$ cat src/aoa_pkg.sv
// ----------------------------------------------------------------------------
// aoa_pkg
// Shared types and constants of the adaptive orientation averager.
// ----------------------------------------------------------------------------
`default_nettype none

package aoa_pkg;

  localparam int DATA_W         = 16;
  localparam int RING_DEPTH_DEF = 16;
  localparam int WIN_CFG_W      = 5;
  localparam int CFG_INDEX_W    = 2;
  localparam int CFG_DATA_W     = 16;

  localparam logic [WIN_CFG_W-1:0] WINDOW_RESET    = WIN_CFG_W'(8);
  localparam logic [DATA_W-1:0]    THRESHOLD_RESET = DATA_W'(546);

  typedef enum logic [CFG_INDEX_W-1:0] {
    REG_WINDOW_LENGTH   = 2'd0,
    REG_QUIET_THRESHOLD = 2'd1,
    REG_FILTER_ENABLE   = 2'd2
  } cfg_reg_t;

  typedef struct packed {
    logic signed [DATA_W-1:0] roll;
    logic signed [DATA_W-1:0] pitch;
    logic signed [DATA_W-1:0] yaw;
  } sample_t;

  localparam int SAMPLE_W = $bits(sample_t);

endpackage

`default_nettype wire

$ cat src/aoa_ram.sv
// ----------------------------------------------------------------------------
// aoa_ram
// Generic single-write, single-read RAM with registered read data.
// ----------------------------------------------------------------------------
`default_nettype none

module aoa_ram #(
  parameter int WIDTH = 8,
  parameter int DEPTH = 16
) (
  input  wire logic                     clk,
  input  wire logic                     we,
  input  wire logic [$clog2(DEPTH)-1:0] waddr,
  input  wire logic [WIDTH-1:0]         wdata,
  input  wire logic [$clog2(DEPTH)-1:0] raddr,
  output logic      [WIDTH-1:0]         rdata
);

  logic [WIDTH-1:0] mem [DEPTH];

  always_ff @(posedge clk) begin
    if (we) begin
      mem[waddr] <= wdata;
    end
    rdata <= mem[raddr];
  end

endmodule

`default_nettype wire

$ cat src/aoa_div.sv
// ----------------------------------------------------------------------------
// aoa_div
// Three-lane restoring divider, one quotient bit per cycle, truncating
// signed sums toward zero by a common unsigned window size.
// ----------------------------------------------------------------------------
`default_nettype none

module aoa_div #(
  parameter int SUM_W = 21,
  parameter int W_W   = 5
) (
  input  wire logic                             clk,
  input  wire logic                             rst,
  input  wire logic                             start,
  input  wire logic signed [SUM_W-1:0]          dividend [3],
  input  wire logic        [W_W-1:0]            divisor,
  output logic                                  done,
  output logic signed [aoa_pkg::DATA_W-1:0]     quotient [3]
);

  localparam int CNT_W = $clog2(SUM_W + 1);

  logic              busy;
  logic [CNT_W-1:0]  step_cnt;
  logic [W_W-1:0]    dvs;
  logic [SUM_W-1:0]  quo [3];
  logic [W_W-1:0]    rem [3];
  logic              neg [3];

  logic [W_W:0]      rem_shift [3];
  logic              fits [3];
  logic [SUM_W-1:0]  signed_quo [3];

  always_comb begin
    for (int i = 0; i < 3; i++) begin
      rem_shift[i]  = {rem[i], quo[i][SUM_W-1]};
      fits[i]       = rem_shift[i] >= {1'b0, dvs};
      signed_quo[i] = neg[i] ? (~quo[i] + 1'b1) : quo[i];
      quotient[i]   = signed_quo[i][aoa_pkg::DATA_W-1:0];
    end
  end

  always_ff @(posedge clk) begin
    if (rst) begin
      busy     <= 1'b0;
      done     <= 1'b0;
      step_cnt <= '0;
    end else begin
      done <= 1'b0;
      if (start) begin
        busy     <= 1'b1;
        step_cnt <= CNT_W'(SUM_W);
        dvs      <= divisor;
        for (int i = 0; i < 3; i++) begin
          neg[i] <= dividend[i][SUM_W-1];
          quo[i] <= dividend[i][SUM_W-1] ? (~dividend[i] + 1'b1) : dividend[i];
          rem[i] <= '0;
        end
      end else if (busy) begin
        step_cnt <= step_cnt - 1'b1;
        for (int i = 0; i < 3; i++) begin
          if (fits[i]) begin
            rem[i] <= W_W'(rem_shift[i] - {1'b0, dvs});
            quo[i] <= {quo[i][SUM_W-2:0], 1'b1};
          end else begin
            rem[i] <= rem_shift[i][W_W-1:0];
            quo[i] <= {quo[i][SUM_W-2:0], 1'b0};
          end
        end
        if (step_cnt == CNT_W'(1)) begin
          busy <= 1'b0;
          done <= 1'b1;
        end
      end
    end
  end

endmodule

`default_nettype wire

$ cat src/adaptive_orientation_average_unit.sv
// Path, input beat to output beat valid: a pass-through sample goes from IDLE
// to OUT; a suspended sample passes CHECK on the way; an averaged sample passes
// CHECK, SUM (one ring read per cycle) and DIV (the bit-serial divider, SUM_W = 21
// at RING_DEPTH 16) before OUT.
// Throughput: one sample at a time; the next can be taken in the cycle after the result
// enters the output register. Reset: synchronous, clears the ring at once via valid bits.
// ----------------------------------------------------------------------------
// adaptive_orientation_average_unit
// Yaw/pitch/roll moving average over a RAM ring with motion-triggered and configurable bypass.
// ----------------------------------------------------------------------------
`default_nettype none

module adaptive_orientation_average_unit #(
  parameter int RING_DEPTH = aoa_pkg::RING_DEPTH_DEF
) (
  input  wire logic                              clk,
  input  wire logic                              rst,
  input  wire logic                              s_tvalid,
  output logic                                   s_tready,
  input  wire logic [aoa_pkg::SAMPLE_W-1:0]      s_tdata,   // yaw_raw, pitch_raw, roll_raw
  output logic                                   m_tvalid,
  input  wire logic                              m_tready,
  output logic [aoa_pkg::SAMPLE_W-1:0]           m_tdata,   // yaw_out, pitch_out, roll_out
  output logic                                   m_tuser,   // averaging_active
  input  wire logic                              cfg_valid,
  output logic                                   cfg_ready,
  input  wire logic [aoa_pkg::CFG_INDEX_W-1:0]   cfg_index,
  input  wire logic [aoa_pkg::CFG_DATA_W-1:0]    cfg_data
);

  localparam int SLOT_W = $clog2(RING_DEPTH);
  localparam int W_W    = $clog2(RING_DEPTH + 1);
  localparam int CNT_W  = W_W + 1;
  localparam int SUM_W  = aoa_pkg::DATA_W + W_W;
  localparam int DW     = aoa_pkg::DATA_W;

  typedef enum logic [2:0] {
    ST_IDLE,
    ST_CHECK,
    ST_SUM,
    ST_DIV,
    ST_OUT
  } state_t;

  state_t state;

  logic [aoa_pkg::WIN_CFG_W-1:0] window_length;
  logic [DW-1:0]                 quiet_threshold;
  logic                          filter_enable;

  logic [SLOT_W-1:0]     write_slot;
  logic [CNT_W-1:0]      suspend_count;
  logic [RING_DEPTH-1:0] valid;
  aoa_pkg::sample_t      fill_value;
  aoa_pkg::sample_t      sample;
  aoa_pkg::sample_t      res;
  logic                  res_active;
  logic [W_W-1:0]        win;
  logic [SLOT_W-1:0]     sum_idx;
  logic [W_W-1:0]        iss_cnt;
  logic                  pend;
  logic                  rd_valid;
  logic                  div_start;
  logic signed [SUM_W-1:0] acc [3];

  logic [W_W-1:0]        w_eff;
  logic [SLOT_W-1:0]     cur_slot;
  logic [SLOT_W-1:0]     sum_idx_next;
  logic [SLOT_W-1:0]     raddr;
  logic [aoa_pkg::SAMPLE_W-1:0] rdata;
  aoa_pkg::sample_t      rd_word;
  logic signed [DW:0]    dy;
  logic signed [DW:0]    dp;
  logic [DW:0]           ady;
  logic [DW:0]           adp;
  logic                  jump;
  logic [CNT_W-1:0]      cnt_load;
  logic [CNT_W-1:0]      cnt_dec;
  logic                  div_done;
  logic signed [DW-1:0]  quot [3];

  assign cfg_ready = 1'b1;
  assign s_tready  = (state == ST_IDLE);

  always_comb begin
    if (window_length == '0) begin
      w_eff = W_W'(1);
    end else if (32'(window_length) > RING_DEPTH) begin
      w_eff = W_W'(RING_DEPTH);
    end else begin
      w_eff = W_W'(window_length);
    end
  end

  assign cur_slot     = (write_slot == SLOT_W'(RING_DEPTH - 1)) ? '0 : write_slot + 1'b1;
  assign sum_idx_next = (sum_idx == '0) ? SLOT_W'(RING_DEPTH - 1) : sum_idx - 1'b1;
  assign raddr        = (state == ST_IDLE) ? write_slot : sum_idx;
  assign rd_word      = rd_valid ? aoa_pkg::sample_t'(rdata) : fill_value;

  assign dy  = {sample.yaw[DW-1], sample.yaw} - {rd_word.yaw[DW-1], rd_word.yaw};
  assign dp  = {sample.pitch[DW-1], sample.pitch} - {rd_word.pitch[DW-1], rd_word.pitch};
  assign ady = dy[DW] ? (~dy + 1'b1) : dy;
  assign adp = dp[DW] ? (~dp + 1'b1) : dp;
  assign jump = (ady > {1'b0, quiet_threshold}) || (adp > {1'b0, quiet_threshold});
  assign cnt_load = jump ? {win, 1'b0} : suspend_count;
  assign cnt_dec  = cnt_load - 1'b1;

  aoa_ram #(
    .WIDTH (aoa_pkg::SAMPLE_W),
    .DEPTH (RING_DEPTH)
  ) u_ring (
    .clk   (clk),
    .we    (state == ST_CHECK),
    .waddr (cur_slot),
    .wdata (sample),
    .raddr (raddr),
    .rdata (rdata)
  );

  aoa_div #(
    .SUM_W (SUM_W),
    .W_W   (W_W)
  ) u_div (
    .clk      (clk),
    .rst      (rst),
    .start    (div_start),
    .dividend (acc),
    .divisor  (win),
    .done     (div_done),
    .quotient (quot)
  );

  always_ff @(posedge clk) begin
    if (rst) begin
      window_length   <= aoa_pkg::WINDOW_RESET;
      quiet_threshold <= aoa_pkg::THRESHOLD_RESET;
      filter_enable   <= 1'b1;
    end else if (cfg_valid) begin
      case (cfg_index)
        aoa_pkg::REG_WINDOW_LENGTH:   window_length   <= cfg_data[aoa_pkg::WIN_CFG_W-1:0];
        aoa_pkg::REG_QUIET_THRESHOLD: quiet_threshold <= cfg_data[DW-1:0];
        aoa_pkg::REG_FILTER_ENABLE:   filter_enable   <= cfg_data[0];
        default: ;
      endcase
    end
  end

  always_ff @(posedge clk) begin
    if (rst) begin
      state         <= ST_IDLE;
      write_slot    <= '0;
      suspend_count <= CNT_W'(1);
      valid         <= '0;
      fill_value    <= '0;
      m_tvalid      <= 1'b0;
      pend          <= 1'b0;
      div_start     <= 1'b0;
      rd_valid      <= 1'b0;
    end else begin
      div_start <= 1'b0;
      rd_valid  <= valid[raddr];
      if (m_tvalid && m_tready && state != ST_OUT) begin
        m_tvalid <= 1'b0;
      end
      case (state)
        ST_IDLE: begin
          if (s_tvalid) begin
            sample <= s_tdata;
            win    <= w_eff;
            if (filter_enable) begin
              state <= ST_CHECK;
            end else begin
              res        <= s_tdata;
              res_active <= 1'b0;
              state      <= ST_OUT;
            end
          end
        end
        ST_CHECK: begin
          write_slot <= cur_slot;
          if (cnt_load != '0 && cnt_dec == '0) begin
            valid      <= '0;
            fill_value <= sample;
          end else begin
            valid[cur_slot] <= 1'b1;
          end
          if (cnt_load != '0) begin
            suspend_count <= cnt_dec;
            res           <= sample;
            res_active    <= 1'b0;
            state         <= ST_OUT;
          end else begin
            suspend_count <= cnt_load;
            sum_idx       <= cur_slot;
            iss_cnt       <= '0;
            for (int i = 0; i < 3; i++) begin
              acc[i] <= '0;
            end
            state <= ST_SUM;
          end
        end
        ST_SUM: begin
          if (pend) begin
            acc[0] <= acc[0] + {{W_W{rd_word.yaw[DW-1]}}, rd_word.yaw};
            acc[1] <= acc[1] + {{W_W{rd_word.pitch[DW-1]}}, rd_word.pitch};
            acc[2] <= acc[2] + {{W_W{rd_word.roll[DW-1]}}, rd_word.roll};
          end
          if (iss_cnt != win) begin
            pend    <= 1'b1;
            iss_cnt <= iss_cnt + 1'b1;
            sum_idx <= sum_idx_next;
          end else begin
            pend <= 1'b0;
            if (!pend) begin
              div_start <= 1'b1;
              state     <= ST_DIV;
            end
          end
        end
        ST_DIV: begin
          if (div_done) begin
            res.yaw    <= quot[0];
            res.pitch  <= quot[1];
            res.roll   <= quot[2];
            res_active <= 1'b1;
            state      <= ST_OUT;
          end
        end
        ST_OUT: begin
          if (!m_tvalid || m_tready) begin
            m_tvalid <= 1'b1;
            m_tdata  <= res;
            m_tuser  <= res_active;
            state    <= ST_IDLE;
          end
        end
        default: state <= ST_IDLE;
      endcase
    end
  end

endmodule

`default_nettype wire

$ cat config.mk
export PLATFORM = sky130hd
export DESIGN_NAME = adaptive_orientation_average_unit
export DESIGN_NICKNAME = d
export VERILOG_FILES = /design/src/aoa_pkg.sv /design/src/aoa_ram.sv /design/src/aoa_div.sv /design/src/adaptive_orientation_average_unit.sv
export SDC_FILE = /design/constraint.sdc
export NUM_CORES = 2
export LEC_CHECK = 0
export BUFFER_PORTS_ARGS = -buffer_cell sky130_fd_sc_hd__buf_2
export CAP_MARGIN = 20
export CORE_MARGIN = 4
export CORE_UTILIZATION = 25
export CTS_CLUSTER_DIAMETER = 40
export CTS_CLUSTER_SIZE = 30
export DETAILED_ROUTE_END_ITERATION = 16
export PLACE_DENSITY_LB_ADDON = 0.25
export SYNTH_ARGS = -nofsm -noshare
export SYNTH_HDL_FRONTEND = slang
export SYNTH_SLANG_ARGS = --single-unit
$ cat constraint.sdc
create_clock -name clk -period 31.2 [get_ports clk]
set_input_delay 3.12 -clock clk [delete_from_list [all_inputs] [get_ports clk]]
set_output_delay 3.12 -clock clk [all_outputs]
set_load 0.02 [all_outputs]
==> results.toml <==
[global_route]
grt_pass1_wl_mm = 238
antenna_found_initial = 17
grt_max_degree = 107
track_usage_pct = 14.2
gr-total-overflow = 0
grt_pass1_vias = 33200

[yosys]
synthDistinctLibCells = 75
ys.warnings.count = 0
synth_largest_area_cell = "edfxtp_1"
ys_seq_area_share_pct = 64.5
yosys.area.top_type_share_pct = 58.8
synthesis.nets = 4134
synth_ff_type = "edfxtp_1"
post-synth-top-count-cell = "edfxtp_1"
ys_ff_latch = 1235
syn_avg_cell_area_sq_um = 14.1
synthArstFlopShare_pct = 0
syn-cell-area_sq_mm = 0.0550
ys_top_cells_by_count = "edfxtp_1 (1076), nand2_1 (348), nor2_1 (341), mux4_2 (198), o21ai_0 (177)"
synth_edf_count = 1076
yosys-top-cells-area = "edfxtp_1 (59%), mux4_2 (8.1%), dfxtp_1 (5.8%)"
synthCells = 3894

[floorplanning]
dieArea_sq_mm = 0.228
core_area_sq_mm = 0.218
io_pins = 123
num_rows = 171
start_util_pct = 25.2
die_h_microns = 477
die_w_microns = 477

[worst_setup_path]
rrSetupSlack_ns = 21.48
slowest_stage = "mux4_4"
worstSetupEndpointType = "flop"
required_ns = 31.89
cpPeakStageDelay_ns = 0.71
critPathLaunch = "rd_valid"
path_class = "flop to flop"
r2r-end = "valid[14]"
cp-endpoint = "valid[14]"
crit_arrival_ns = 10.41
cp-start-kind = "flop"
worst-r2r-cell-count = 31
reg2reg_from = "rd_valid"
crit_fanout = 28

[drt]
ant_nets = 0
viasPerCell = 4.73
wl_mm = 166
dr.first_iter.drc_count = 2772
drtPass1Iterations = 5
drc = 0
routedWlPerCell_microns = 23.4
num_vias = 33500

[finish]
drive_gt1_share_pct = 18.2
fillers = 21600
nNetsFinal = 4329
syn2layout_area_growth_pct = 18.7

[sta]
period_share_pct = 31.1
hold_violations = 0
worstMarginPinSlew_ns = 1.09
slew-limit-headroom_pct = 27.4
fin_worst_skew_ns = 0.0411
period_needed_ns = 9.72
rsz0062_at_grt = "no"
setup_violations = 0
drv_slew = 0
setup_tns_ns = 0
fmax_ghz = 0.103

[power]
leakage_nw = 22.4
power_density_mw_per_mm2 = 87.7
fin_total_pwr_mw = 5.72
ir_drop_mv = 0.0863

[run]
cap_violations = 0

[worst_hold_path]
hold_path_class = "flop to flop"

[cts]
path_clk_slew_ns = 0.07
tritoncts = "built"
insertion_delay_ns = 0.80
cts.sinks = 1235
cts-buffers-inserted = 161
cts_setup_buffers = 0
cts_root_buffer = "clkbuf_16"
cts_resized = 0
clockBufferDepth = 3
postCtsHoldBufs = 0
h-tree-depth = 4

[outcome]
status = "finished clean"

[placement]
io_buffers = 121
hpwlAfterDp_mm = 106
gp_congestion = 0.831
-- final cells by class --
type | count | area [sq um] | share of cell area, %
flip-flops and latches | 1235 | 35500 | 54.4
multi-input cells | 2365 | 18600 | 28.6
well taps | 2854 | 3570 | 5.47
diodes | 1 | 2.50 | 0.00383
clock inverters | 128 | 1570 | 2.40
repair buffers | 206 | 1310 | 2.00
clock buffers | 174 | 4240 | 6.49
inverters | 120 | 452 | 0.692
-- registers in the layout, summed over array words and instances (netlist names), 4 cells and up --
name / flops
u_ring.mem: 768
write_slot: 4
fill_value: 48
iss_cnt: 5
acc: 63
quiet_threshold: 16
u_div.step_cnt: 5
u_div.quo: 63
m_tdata: 48
sample: 48
suspend_count: 6
u_div.rem: 15
window_length: 5
sum_idx: 4
res: 48
win: 5
u_ring.rdata: 48
u_div.dvs: 5
valid: 16
-- through the flow --
step,hold WS [ns],utilization [%],instances,instance area (sq um),setup slack (ns)
final,0.416,29.9,7083,65300,21.48
after global routing,0.417,29.9,7083,65300,20.80
after CTS,0.418,29.9,7081,65300,21.57
after detailed placement,0.405,27.3,6779,59500,21.61
after global placement,0.405,27.3,6779,59500,21.70
after floorplan,0.400,-,3894,55000,20.80
-- report_power, final --
part | internal (mW) | leakage (nW) | switching [mW]
Clock | 1.17 | 2.81 | 0.796
Sequential | 1.98 | 11.0 | 0.113
Combinational | 0.678 | 8.56 | 0.985
Total | 3.83 | 22.4 | 1.89
-- cell usage in the layout, fill, tap and decap left out, types with 24 or more instances in the layout --
cell,netlist,layout
edfxtp_1,1076,1076
or3_1,31,30
mux2i_1,103,99
mux4_2,198,197
a31oi_1,62,62
nor2b_1,24,24
nor3_1,57,54
and2_1,65,64
a21oi_1,172,171
nand3_1,33,33
a21o_1,40,40
o21ai_0,177,177
xor2_1,121,121
nand2b_1,31,30
dfxtp_1,159,158
buf_4,2,80
ha_1,161,161
xnor2_1,90,90
nand2_1,348,347
nor2_1,341,322
inv_6,0,28
o31ai_1,27,27
inv_1,120,118
clkbuf_16,0,167
buf_2,4,120
a211oi_1,61,61
-- critical path, delay by kind of cell (launching register included) --
| kind | cells | cell delay [ns] |
|---|---|---|
| AO/OA/AOI/OAI | 14 | 3.86 |
| adder cells (fa/ha/maj) | 3 | 0.90 |
| flip-flops | 1 | 0.64 |
| buffers and inverters | 3 | 1.08 |
| multiplexers | 2 | 1.01 |
| XOR/XNOR | 1 | 0.14 |
| AND/OR/NAND/NOR | 8 | 1.86 |
-- metal layers --
metal / global-route usage [%] / wire (microns)
met3: 2.28 / 7910
met4: 4.05 / 3970
met2: 22.8 / 77300
met5: 0 / 0
met1: 19.9 / 76900
-- how the worst min path moves through the flow --
stage | startpoint | end | slack [ns] | depth (start not counted)
after global routing | res[18] | m_tdata[18] | 0.42 | 0
final | res[18] | m_tdata[18] | 0.42 | 0
after detailed placement | res[12] | m_tdata[12] | 0.40 | 0
after global placement | res[13] | m_tdata[13] | 0.41 | 0
after CTS | res[18] | m_tdata[18] | 0.42 | 0
after floorplan | res[0] | m_tdata[0] | 0.40 | 0
-- logic make-up (layout without fill, tap and decap cells) --
logic type | after synthesis | in the layout | synth area share, %
and+or+nand+nor | 1016 | 1016 | 8.35
adders and majority gates | 169 | 169 | 3.95
xor gates and xnor gates | 213 | 213 | 3.43
AOI/OAI and AO/OA | 647 | 647 | 7.29
muxes | 319 | 319 | 10.4
DFF | 1235 | 1235 | 64.5
other | 1 | 2 | 0.00682
buffers and inverters | 294 | 628 | 2.07
Power figures use the tool's default switching activity.
